## src/hw/rtl/lagl_pkg.sv

```systemverilog
// Shared types, constants and arithmetic helpers of the lidar angle ground labeler.
package lagl_pkg;

    // Ring limit of the sensor and default CORDIC length
    localparam int MAX_RINGS        = 16;
    localparam int CORDIC_STEPS_DEF = 16;

    // Integer square root: 40-bit radicand, two result bits per cycle
    localparam int RAD_W    = 40;
    localparam int ROOT_W   = 20;
    localparam int REM_W    = 22;
    localparam int SQRT_CYC = RAD_W / 4;

    // CORDIC datapath widths
    localparam int XY_W   = 38;
    localparam int ANG_W  = 23;
    localparam int FRAC_W = 16;

    // Configuration register indexes
    localparam logic [1:0] REG_MOUNT_ANGLE     = 2'd0;
    localparam logic [1:0] REG_ANGLE_THRESHOLD = 2'd1;
    localparam logic [1:0] REG_GROUND_ROWS     = 2'd2;
    localparam logic [1:0] REG_COLUMN_COUNT    = 2'd3;

    // Label codes
    localparam logic [1:0] LBL_NOT_GROUND = 2'd0;
    localparam logic [1:0] LBL_GROUND     = 2'd1;
    localparam logic [1:0] LBL_NO_DATA    = 2'd2;

    typedef struct packed {
        logic signed [15:0] mount_angle;
        logic [14:0]        angle_threshold;
        logic [3:0]         ground_rows;
        logic [12:0]        column_count;
    } cfg_t;

    typedef struct packed {
        logic [11:0] column;
        logic [3:0]  row;
        logic [1:0]  label;
        logic        last;
    } out_item_t;

    // Controller to datapath commands
    typedef struct packed {
        logic load;
        logic square;
        logic radicand;
        logic root_step;
        logic rot_init;
        logic rot_step;
        logic decide;
        logic emit;
    } cmd_t;

    // Datapath to controller status
    typedef struct packed {
        logic ring_zero;
        logic pair_valid;
        logic root_last;
        logic rot_last;
        logic out_empty;
    } sts_t;

    typedef struct packed {
        logic [REM_W-1:0]  rem;
        logic [ROOT_W-1:0] root;
    } sqrt_t;

    // atan(2^-i) in Q.20 radians
    function automatic logic [19:0] atan_q20(input logic [4:0] idx);
        logic [19:0] v;
        unique case (idx)
            5'd0:    v = 20'd823550;
            5'd1:    v = 20'd486170;
            5'd2:    v = 20'd256879;
            5'd3:    v = 20'd130396;
            5'd4:    v = 20'd65451;
            5'd5:    v = 20'd32757;
            5'd6:    v = 20'd16383;
            5'd7:    v = 20'd8192;
            5'd8:    v = 20'd4096;
            5'd9:    v = 20'd2048;
            5'd10:   v = 20'd1024;
            5'd11:   v = 20'd512;
            5'd12:   v = 20'd256;
            5'd13:   v = 20'd128;
            5'd14:   v = 20'd64;
            5'd15:   v = 20'd32;
            5'd16:   v = 20'd16;
            5'd17:   v = 20'd8;
            5'd18:   v = 20'd4;
            5'd19:   v = 20'd2;
            5'd20:   v = 20'd1;
            default: v = 20'd0;
        endcase
        return v;
    endfunction

    // One restoring square-root step on the next radicand bit pair
    function automatic sqrt_t sqrt_step(input sqrt_t cur, input logic [1:0] bits);
        sqrt_t             res;
        logic [REM_W-1:0]  sh;
        logic [REM_W-1:0]  trial;
        sh    = {cur.rem[REM_W-3:0], bits};
        trial = {cur.root, 2'b01};
        if (sh >= trial)
        begin
            res.rem  = sh - trial;
            res.root = {cur.root[ROOT_W-2:0], 1'b1};
        end
        else
        begin
            res.rem  = sh;
            res.root = {cur.root[ROOT_W-2:0], 1'b0};
        end
        return res;
    endfunction

endpackage

```

## src/hw/rtl/lagl_ctrl.sv

```systemverilog
// Sequencer of the ground labeler: steps the datapath through one point.
module lagl_ctrl (
    input  logic           clk,
    input  logic           rst_n,
    input  logic           in_valid,
    output logic           in_ready,
    input  lagl_pkg::sts_t sts,
    output lagl_pkg::cmd_t cmd
);

    localparam logic [3:0] S_IDLE   = 4'd0;
    localparam logic [3:0] S_SQ     = 4'd1;
    localparam logic [3:0] S_SUM    = 4'd2;
    localparam logic [3:0] S_SQRT   = 4'd3;
    localparam logic [3:0] S_CINIT  = 4'd4;
    localparam logic [3:0] S_CORDIC = 4'd5;
    localparam logic [3:0] S_FINAL  = 4'd6;
    localparam logic [3:0] S_EMIT   = 4'd7;

    logic [3:0] state_reg;
    logic [3:0] state_next;

    assign in_ready = (state_reg == S_IDLE);

    // Next state and commands
    always_comb
    begin
        state_next = state_reg;
        cmd        = '0;
        unique case (state_reg)
            S_IDLE:
            begin
                if (in_valid)
                begin
                    cmd.load = 1'b1;
                    if (sts.ring_zero)
                        state_next = S_IDLE;
                    else if (!sts.pair_valid)
                        state_next = S_EMIT;
                    else
                        state_next = S_SQ;
                end
            end
            S_SQ:
            begin
                cmd.square = 1'b1;
                state_next = S_SUM;
            end
            S_SUM:
            begin
                cmd.radicand = 1'b1;
                state_next   = S_SQRT;
            end
            S_SQRT:
            begin
                cmd.root_step = 1'b1;
                if (sts.root_last)
                    state_next = S_CINIT;
            end
            S_CINIT:
            begin
                cmd.rot_init = 1'b1;
                state_next   = S_CORDIC;
            end
            S_CORDIC:
            begin
                cmd.rot_step = 1'b1;
                if (sts.rot_last)
                    state_next = S_FINAL;
            end
            S_FINAL:
            begin
                cmd.decide = 1'b1;
                state_next = S_EMIT;
            end
            S_EMIT:
            begin
                if (sts.out_empty)
                begin
                    cmd.emit   = 1'b1;
                    state_next = S_IDLE;
                end
            end
            default:
            begin
                state_next = S_IDLE;
            end
        endcase
    end

    // State register
    always_ff @(posedge clk or negedge rst_n)
    begin
        if (!rst_n)
            state_reg <= S_IDLE;
        else
            state_reg <= state_next;
    end

    // At most one datapath command per cycle
    a_cmd_onehot: assert property (@(posedge clk) disable iff (!rst_n)
        $onehot0(cmd))
        else $error("more than one datapath command active");

endmodule

```

## src/hw/rtl/lagl_datapath.sv

```systemverilog
// Ground labeler datapath: differences, square root, CORDIC, labels, result buffer.
module lagl_datapath #(
    parameter int CORDIC_STEPS = lagl_pkg::CORDIC_STEPS_DEF
) (
    input  logic                  clk,
    input  logic                  rst_n,
    input  lagl_pkg::cfg_t        cfg,
    input  logic signed [17:0]    in_x,
    input  logic signed [17:0]    in_y,
    input  logic signed [17:0]    in_z,
    input  logic                  in_pvalid,
    input  lagl_pkg::cmd_t        cmd,
    output lagl_pkg::sts_t        sts,
    output lagl_pkg::out_item_t   out_item,
    output logic                  out_valid,
    input  logic                  out_ready
);

    localparam int ITER_N  = (CORDIC_STEPS > lagl_pkg::SQRT_CYC) ?
                             CORDIC_STEPS : lagl_pkg::SQRT_CYC;
    localparam int ITER_W  = $clog2(ITER_N);
    localparam int TOP_LIM = (lagl_pkg::MAX_RINGS - 1 > 15) ? 15 : lagl_pkg::MAX_RINGS - 1;
    localparam int XY_W    = lagl_pkg::XY_W;
    localparam int ANG_W   = lagl_pkg::ANG_W;

    // Column state
    logic signed [17:0] prev_x_reg, prev_y_reg, prev_z_reg;
    logic               prev_valid_reg;
    logic [3:0]         ring_reg;
    logic [11:0]        col_reg;
    logic               lower_reg;

    // Working registers of one pair
    logic [17:0]                      ax_reg, ay_reg;
    logic signed [18:0]               dz_reg;
    logic                             pair_valid_reg;
    logic [35:0]                      sqx_reg, sqy_reg;
    logic [lagl_pkg::RAD_W-1:0]       rad_reg;
    lagl_pkg::sqrt_t                  sq_reg;
    logic signed [XY_W-1:0]           x_reg, y_reg;
    logic signed [ANG_W-1:0]          z_reg;
    logic                             zero_reg;
    logic                             pass_reg;
    logic [ITER_W-1:0]                iter_reg;

    // Result buffer
    lagl_pkg::out_item_t ob0_reg, ob1_reg;
    logic [1:0]          ob_cnt_reg;

    // Differences against the stored point
    logic signed [18:0] dx, dy, dz;
    logic [18:0]        adx, ady;
    logic               pair_valid;

    assign dx  = {in_x[17], in_x} - {prev_x_reg[17], prev_x_reg};
    assign dy  = {in_y[17], in_y} - {prev_y_reg[17], prev_y_reg};
    assign dz  = {in_z[17], in_z} - {prev_z_reg[17], prev_z_reg};
    assign adx = dx[18] ? 19'(-dx) : 19'(dx);
    assign ady = dy[18] ? 19'(-dy) : 19'(dy);
    assign pair_valid = prev_valid_reg & in_pvalid;

    // Two square-root steps per cycle
    lagl_pkg::sqrt_t sq_mid, sq_next;
    assign sq_mid  = lagl_pkg::sqrt_step(sq_reg, rad_reg[lagl_pkg::RAD_W-1 -: 2]);
    assign sq_next = lagl_pkg::sqrt_step(sq_mid, rad_reg[lagl_pkg::RAD_W-3 -: 2]);

    // CORDIC vectoring step
    logic signed [XY_W-1:0]  xs, ys, x_next, y_next;
    logic signed [ANG_W-1:0] atan_v, z_next;

    assign xs     = x_reg >>> iter_reg;
    assign ys     = y_reg >>> iter_reg;
    assign atan_v = signed'({3'b000, lagl_pkg::atan_q20(5'(iter_reg))});

    always_comb
    begin
        if (!y_reg[XY_W-1])
        begin
            x_next = x_reg + ys;
            y_next = y_reg - xs;
            z_next = z_reg + atan_v;
        end
        else
        begin
            x_next = x_reg - ys;
            y_next = y_reg + xs;
            z_next = z_reg - atan_v;
        end
    end

    // Rounding to Q2.13 and threshold test
    logic signed [ANG_W-1:0] z_rnd;
    logic signed [15:0]      angle;
    logic signed [16:0]      dev;
    logic [16:0]             adev;
    logic                    pass_next;

    assign z_rnd     = z_reg + ANG_W'(64);
    assign angle     = zero_reg ? 16'sd0 : z_rnd[ANG_W-1:7];
    assign dev       = {angle[15], angle} - {cfg.mount_angle[15], cfg.mount_angle};
    assign adev      = dev[16] ? 17'(-dev) : 17'(dev);
    assign pass_next = (adev <= {2'b00, cfg.angle_threshold});

    // Top ring and column wrap
    logic [3:0]  top_row;
    logic        top_hit;
    logic [12:0] cc_eff, col_inc;
    logic [11:0] col_next;

    always_comb
    begin
        priority if (cfg.ground_rows == 4'd0)
            top_row = 4'd1;
        else if (cfg.ground_rows > 4'(TOP_LIM))
            top_row = 4'(TOP_LIM);
        else
            top_row = cfg.ground_rows;
    end

    assign top_hit  = (ring_reg >= top_row);
    assign cc_eff   = (cfg.column_count == 13'd0 || cfg.column_count > 13'd4096) ?
                      13'd4096 : cfg.column_count;
    assign col_inc  = {1'b0, col_reg} + 13'd1;
    assign col_next = (col_inc >= cc_eff) ? 12'd0 : col_inc[11:0];

    // Labels of the finished rows
    lagl_pkg::out_item_t item0, item1;

    always_comb
    begin
        item0.column = col_reg;
        item0.row    = ring_reg - 4'd1;
        item0.last   = 1'b0;
        priority if (!pair_valid_reg)
            item0.label = lagl_pkg::LBL_NO_DATA;
        else if (pass_reg || lower_reg)
            item0.label = lagl_pkg::LBL_GROUND;
        else
            item0.label = lagl_pkg::LBL_NOT_GROUND;
        item1.column = col_reg;
        item1.row    = ring_reg;
        item1.label  = pass_reg ? lagl_pkg::LBL_GROUND : lagl_pkg::LBL_NOT_GROUND;
        item1.last   = 1'b1;
    end

    logic pop;
    assign pop       = out_valid & out_ready;
    assign out_valid = (ob_cnt_reg != 2'd0);
    assign out_item  = ob0_reg;

    assign sts.ring_zero  = (ring_reg == 4'd0);
    assign sts.pair_valid = pair_valid;
    assign sts.root_last  = (iter_reg == ITER_W'(lagl_pkg::SQRT_CYC - 1));
    assign sts.rot_last   = (iter_reg == ITER_W'(CORDIC_STEPS - 1));
    assign sts.out_empty  = (ob_cnt_reg == 2'd0);

    // Control state
    always_ff @(posedge clk or negedge rst_n)
    begin
        if (!rst_n)
        begin
            prev_valid_reg <= 1'b0;
            ring_reg       <= 4'd0;
            col_reg        <= 12'd0;
            lower_reg      <= 1'b0;
            iter_reg       <= '0;
            ob_cnt_reg     <= 2'd0;
        end
        else
        begin
            if (cmd.load)
            begin
                prev_valid_reg <= in_pvalid;
                if (ring_reg == 4'd0)
                begin
                    ring_reg  <= 4'd1;
                    lower_reg <= 1'b0;
                end
            end
            if (cmd.radicand || cmd.rot_init)
                iter_reg <= '0;
            else if (cmd.root_step || cmd.rot_step)
                iter_reg <= iter_reg + ITER_W'(1);
            if (cmd.emit)
            begin
                if (top_hit)
                begin
                    ring_reg   <= 4'd0;
                    lower_reg  <= 1'b0;
                    col_reg    <= col_next;
                    ob_cnt_reg <= 2'd2;
                end
                else
                begin
                    ring_reg   <= ring_reg + 4'd1;
                    lower_reg  <= pass_reg;
                    ob_cnt_reg <= 2'd1;
                end
            end
            else if (pop)
            begin
                ob_cnt_reg <= ob_cnt_reg - 2'd1;
            end
        end
    end

    // Payload registers
    always_ff @(posedge clk)
    begin
        if (cmd.load)
        begin
            prev_x_reg     <= in_x;
            prev_y_reg     <= in_y;
            prev_z_reg     <= in_z;
            ax_reg         <= adx[17:0];
            ay_reg         <= ady[17:0];
            dz_reg         <= dz;
            pair_valid_reg <= pair_valid;
            pass_reg       <= 1'b0;
        end
        if (cmd.square)
        begin
            sqx_reg <= ax_reg * ax_reg;
            sqy_reg <= ay_reg * ay_reg;
        end
        if (cmd.radicand)
        begin
            rad_reg <= lagl_pkg::RAD_W'({1'b0, sqx_reg} + {1'b0, sqy_reg});
            sq_reg  <= '0;
        end
        if (cmd.root_step)
        begin
            rad_reg <= {rad_reg[lagl_pkg::RAD_W-5:0], 4'b0000};
            sq_reg  <= sq_next;
        end
        if (cmd.rot_init)
        begin
            x_reg    <= signed'({2'b00, sq_reg.root, {lagl_pkg::FRAC_W{1'b0}}});
            y_reg    <= signed'({{3{dz_reg[18]}}, dz_reg, {lagl_pkg::FRAC_W{1'b0}}});
            z_reg    <= '0;
            zero_reg <= (sq_reg.root == '0) && (dz_reg == 19'sd0);
        end
        if (cmd.rot_step)
        begin
            x_reg <= x_next;
            y_reg <= y_next;
            z_reg <= z_next;
        end
        if (cmd.decide)
            pass_reg <= pass_next;
        if (cmd.emit)
        begin
            ob0_reg <= item0;
            ob1_reg <= item1;
        end
        else if (pop)
        begin
            ob0_reg <= ob1_reg;
        end
    end

    a_emit_empty: assert property (@(posedge clk) disable iff (!rst_n)
        cmd.emit |-> ob_cnt_reg == 2'd0)
        else $error("results written over a non-empty buffer");

    a_close_column: assert property (@(posedge clk) disable iff (!rst_n)
        cmd.emit && top_hit |=> ring_reg == 4'd0 && !lower_reg && ob_cnt_reg == 2'd2)
        else $error("column not closed after top ring");

    a_ring_start: assert property (@(posedge clk) disable iff (!rst_n)
        cmd.load && ring_reg == 4'd0 |=> ring_reg == 4'd1 && ob_cnt_reg != 2'd3)
        else $error("ring zero did not advance the ring counter");

endmodule

```

## src/hw/rtl/lidar_angle_ground_labeler_core.sv

```systemverilog
// Top level of the angle-based lidar ground labeler: ports, config registers, packing.
//
//  channel   dir  handshake               payload
//  s_axis    in   s_axis_tvalid/tready    tdata: x_mm, y_mm, z_mm; tuser: point_valid
//  m_axis    out  m_axis_tvalid/tready    tdata: column, row, label; tlast: last_of_column
//  cfg       in   cfg_valid/cfg_ready     cfg_index, cfg_data
//
//  A ring 0 point is only stored. A pair with a missing point goes straight to the
//  label write. A valid pair runs the squares, the radicand sum, the two-bit-per-cycle
//  square root and the one-step-per-cycle CORDIC loop of CORDIC_STEPS steps first.
//  Results sit in a two-entry buffer; a new point is taken while it drains, and
//  the label write of the next pair waits until the buffer is empty.
//  Reset clears the column state and loads the register defaults.
module lidar_angle_ground_labeler_core #(
    parameter int CORDIC_STEPS = lagl_pkg::CORDIC_STEPS_DEF
) (
    input  logic        clk,
    input  logic        rst_n,
    input  logic        s_axis_tvalid,
    output logic        s_axis_tready,
    input  logic [55:0] s_axis_tdata,   // x_mm[17:0], y_mm[35:18], z_mm[53:36], zero
    input  logic        s_axis_tuser,   // point_valid
    output logic        m_axis_tvalid,
    input  logic        m_axis_tready,
    output logic [23:0] m_axis_tdata,   // column[11:0], row[15:12], label[17:16], zero
    output logic        m_axis_tlast,
    input  logic        cfg_valid,
    output logic        cfg_ready,
    input  logic [1:0]  cfg_index,
    input  logic [15:0] cfg_data
);

    lagl_pkg::cfg_t      cfg_reg;
    lagl_pkg::cmd_t      cmd;
    lagl_pkg::sts_t      sts;
    lagl_pkg::out_item_t out_item;

    assign cfg_ready = 1'b1;

    // Configuration registers
    always_ff @(posedge clk or negedge rst_n)
    begin
        if (!rst_n)
        begin
            cfg_reg.mount_angle     <= 16'sd0;
            cfg_reg.angle_threshold <= 15'd1430;
            cfg_reg.ground_rows     <= 4'd7;
            cfg_reg.column_count    <= 13'd1800;
        end
        else if (cfg_valid && cfg_ready)
        begin
            unique case (cfg_index)
                lagl_pkg::REG_MOUNT_ANGLE:     cfg_reg.mount_angle     <= signed'(cfg_data);
                lagl_pkg::REG_ANGLE_THRESHOLD: cfg_reg.angle_threshold <= cfg_data[14:0];
                lagl_pkg::REG_GROUND_ROWS:     cfg_reg.ground_rows     <= cfg_data[3:0];
                lagl_pkg::REG_COLUMN_COUNT:    cfg_reg.column_count    <= cfg_data[12:0];
                default:                       cfg_reg                 <= cfg_reg;
            endcase
        end
    end

    lagl_ctrl u_ctrl (
        .clk      (clk),
        .rst_n    (rst_n),
        .in_valid (s_axis_tvalid),
        .in_ready (s_axis_tready),
        .sts      (sts),
        .cmd      (cmd)
    );

    lagl_datapath #(
        .CORDIC_STEPS (CORDIC_STEPS)
    ) u_datapath (
        .clk       (clk),
        .rst_n     (rst_n),
        .cfg       (cfg_reg),
        .in_x      (signed'(s_axis_tdata[17:0])),
        .in_y      (signed'(s_axis_tdata[35:18])),
        .in_z      (signed'(s_axis_tdata[53:36])),
        .in_pvalid (s_axis_tuser),
        .cmd       (cmd),
        .sts       (sts),
        .out_item  (out_item),
        .out_valid (m_axis_tvalid),
        .out_ready (m_axis_tready)
    );

    // Output transaction packing
    assign m_axis_tdata = {6'd0, out_item.label, out_item.row, out_item.column};
    assign m_axis_tlast = out_item.last;

endmodule

```

## config.mk

```make
export PLATFORM = sky130hd
export DESIGN_NAME = lidar_angle_ground_labeler_core
export DESIGN_NICKNAME = d
export VERILOG_FILES = /design/src/hw/rtl/lagl_pkg.sv /design/src/hw/rtl/lagl_ctrl.sv /design/src/hw/rtl/lagl_datapath.sv /design/src/hw/rtl/lidar_angle_ground_labeler_core.sv
export SDC_FILE = /design/constraint.sdc
export NUM_CORES = 2
export LEC_CHECK = 0
export BUFFER_PORTS_ARGS = -buffer_cell sky130_fd_sc_hd__buf_2
export CAP_MARGIN = 20
export CORE_UTILIZATION = 66
export CTS_BUF_LIST = sky130_fd_sc_hd__clkbuf_8
export DETAILED_ROUTE_END_ITERATION = 10
export HOLD_SLACK_MARGIN = 0.05
export PLACE_DENSITY = 0.85
export SETUP_SLACK_MARGIN = 0.5
export SYNTH_ARGS = -nofsm -noshare
export SYNTH_HDL_FRONTEND = slang
export SYNTH_HIERARCHICAL = 1
export SYNTH_SLANG_ARGS = --single-unit
export TNS_END_PERCENT = 5
```

## constraint.sdc

```tcl
create_clock -name clk -period 7.9 [get_ports clk]
set_clock_uncertainty 0.1 [all_clocks]
set_input_delay 1.975 -clock clk [delete_from_list [all_inputs] [get_ports clk]]
set_output_delay 1.975 -clock clk [all_outputs]
set_load 0.02 [all_outputs]
```

==> summary.txt <==
Hold Path Class: reg -> reg
DRT iter0 DRCs: 3,306
register area share after synthesis: 24.9%
FF-to-FF path depth: 24
Syn Inst Count: 5,659
port bufs: 98
prevailing post-synth register cell: edfxtp_1
EDFF count, synth: 392
Pwr Density: 380 nW/um^2
#FFs+latches synth: 472
most frequent cells after synthesis: inv_1 (839), ha_1 (520), nand2_1 (451), fa_1 (447), edfxtp_1 (392)
Clock Path Buffers: 3
critical path type: reg -> reg
crit share post-route: 92.3%
GRT overflow: 0
Starting Density: 67.0%
global-route wire length before repair: 205 mm
TritonRoute pass-1 iters: 6
Die Width: 291 microns
Fmax: 0.137 GHz
# setup viols final: 0
final hold viol count: 0
max FFs per register: 48
Place WS: 0.571 ns
largest net degree at the start of global routing: 77
Synth cell types: 107
crit-path max FO: 11
RSZ-0062 raised after global routing: yes
number of global-route vias before repair: 42.8k
critical path capture point type: flip-flop
CTS root buffer: clkbuf_8
WL/cell: 18.2 microns
Overall Global Routing Usage: 29.5%
ANT nets after route: 0
VDD IR max: 412 uV
Layout area overhead: 6.44%
placed wire-length estimate: 94.2 mm
initial antenna violation count: 2
setup TNS: 0 ns
Worst Path Arrival: 7.66 ns
Max Cap Violations: 0
mean post-synth cell area: 9.75 sq um
Slew Limit Fails: 0
largest cells by area after synthesis: edfxtp_1 (21%), fa_1 (16%), ha_1 (12%)
Post-Syn Area: 55,200 sq um
Tmin final: 7.29 ns
Max H-tree Level: 3
site row count: 105
CORE AREA: 82,400 sq um
WL final: 126 mm
DR vias/cell: 6.10
Async S/R FF share, synth: 15.9%
layout cells sized above 1: 10.1%
outcome: complete, no violations
vias: 42.1k
fin nets: 6,805
DIE HEIGHT: 291 microns
Synth Warn #: 6
Max-slew headroom: 26.8%
Tot Pwr: 22.3 mW
cts bufs inserted: 87
critical path required time: 8.27 ns
DR DRC count: 0
worst slew pin tran: 1.10 ns
Clk pin slew, worst setup/hold paths: 0.06 ns
WHS Path Cells: 2
area leader, netlist: edfxtp_1
Yosys top cell area share: 21.3%
CTS tree: yes
Clock Latency Late Sink: 0.74 ns
gp weighted congestion: 0.917
Layout fillers: 5,720
Ports: 108
worst setup margin: 0.612 ns
crit start category: flip-flop
Die Area: 84,800 sq um
TritonCTS sink count: 472
count leader, synth: inv_1
P_leak: 27.1 nW
stage by stage:
| step | utilization (%) | cell area, sq um | cells | hold WS, ns |
|---|---|---|---|---|
| global route | 71.3 | 58700 | 6902 | 0.392 |
| global placement | 68.5 | 56400 | 6696 | 0.332 |
| floorplan | - | 55200 | 5664 | 0.323 |
| detailed placement | 68.5 | 56400 | 6696 | 0.344 |
| finish | 71.3 | 58700 | 6902 | 0.350 |
| CTS | 70.8 | 58400 | 6857 | 0.352 |
power breakdown:
part	switching, mW	internal [mW]
clock	1.17	1.47
sequential	0.406	3.64
combinational	8.98	6.66
total	10.6	11.8
final timing paths:
check | slack, ns | end | from
min reg2reg | 0.35 | u_datapath/out_item[0] | u_datapath/out_item[0]
min in group asynchronous | 0.97 | u_datapath/col_reg[8] | rst_n
max | 0.61 | u_datapath/sqy_reg[34] | u_datapath/ay_reg[4]
max reg2reg | 0.61 | u_datapath/sqy_reg[34] | u_datapath/ay_reg[4]
max in group asynchronous | 5.60 | u_datapath/iter_reg[1] | rst_n
min | 0.35 | u_datapath/out_item[0] | u_datapath/out_item[0]
cell families after synthesis:
logic type | synth area share, %
AOI/OAI and AO/OA | 12.8
xor gates and xnor gates | 6.76
adders and majority gates | 28.0
buffers and inverters | 7.52
DFF | 24.9
muxes | 7.30
other | 0.0136
and+or+nand+nor | 12.7
final cells by class:
type / count / area, sq um / area share, %
diodes: 2 / 5.00 / 0.00852
clock buffers: 96 / 1320 / 2.25
clock inverters: 65 / 611 / 1.04
inverters: 843 / 3160 / 5.39
multi-input cells: 4170 / 37300 / 63.6
flip-flops and latches: 472 / 13800 / 23.4
well taps: 1070 / 1340 / 2.28
repair buffers: 184 / 1200 / 2.04
worst max-delay path: stages, from the launching register on:
cell and delay [ns]:
edfxtp_1 0.58, buf_4 0.28, and2_1 0.19, fa_1 0.52, inv_1 0.06, fa_1 0.46, fa_1 0.48, fa_1 0.51
inv_1 0.06, fa_1 0.55, inv_1 0.07, fa_1 0.55, inv_1 0.04, ha_1 0.32, o21a_1 0.17, o21a_1 0.12
nor2_1 0.04, a31oi_1 0.29, a31oi_1 0.26, o21ai_0 0.37, a2bb2oi_1 0.34, a41o_1 0.27, o31a_1 0.17, mux2i_1 0.19
nand2_1 0.07
routing by layer:
metal	share of wire, %	routed length [microns]	vias to the layer above	track usage [%]
met1	39	49500	20500	36.1
met3	5.5	6860	414	3.62
met4	4.6	5810	0	13.8
met2	51	63500	1535	51.9
met5	0	0	-	0
li1	-	-	19700	-
cell usage in the layout, fill, tap and decap left out, drive strengths merged, types with 79 or more instances in the layout:
cell / n
a21o: 132
inv: 874
buf: 184
ha: 520
nor3: 79
and2: 175
clkbuf: 96
mux4: 98
nand2: 453
edfxtp: 392
xor2: 148
xnor2: 278
nor2: 338
o21ai: 209
a21oi: 295
mux2: 100
fa: 447
timing repair:
action	4_1_cts	5_1_grt
hold buffers	0	0
setup buffers	0	40
setup endpoints to repair	0	17
gates resized for setup	0	2
Power figures use the tool's default switching activity.
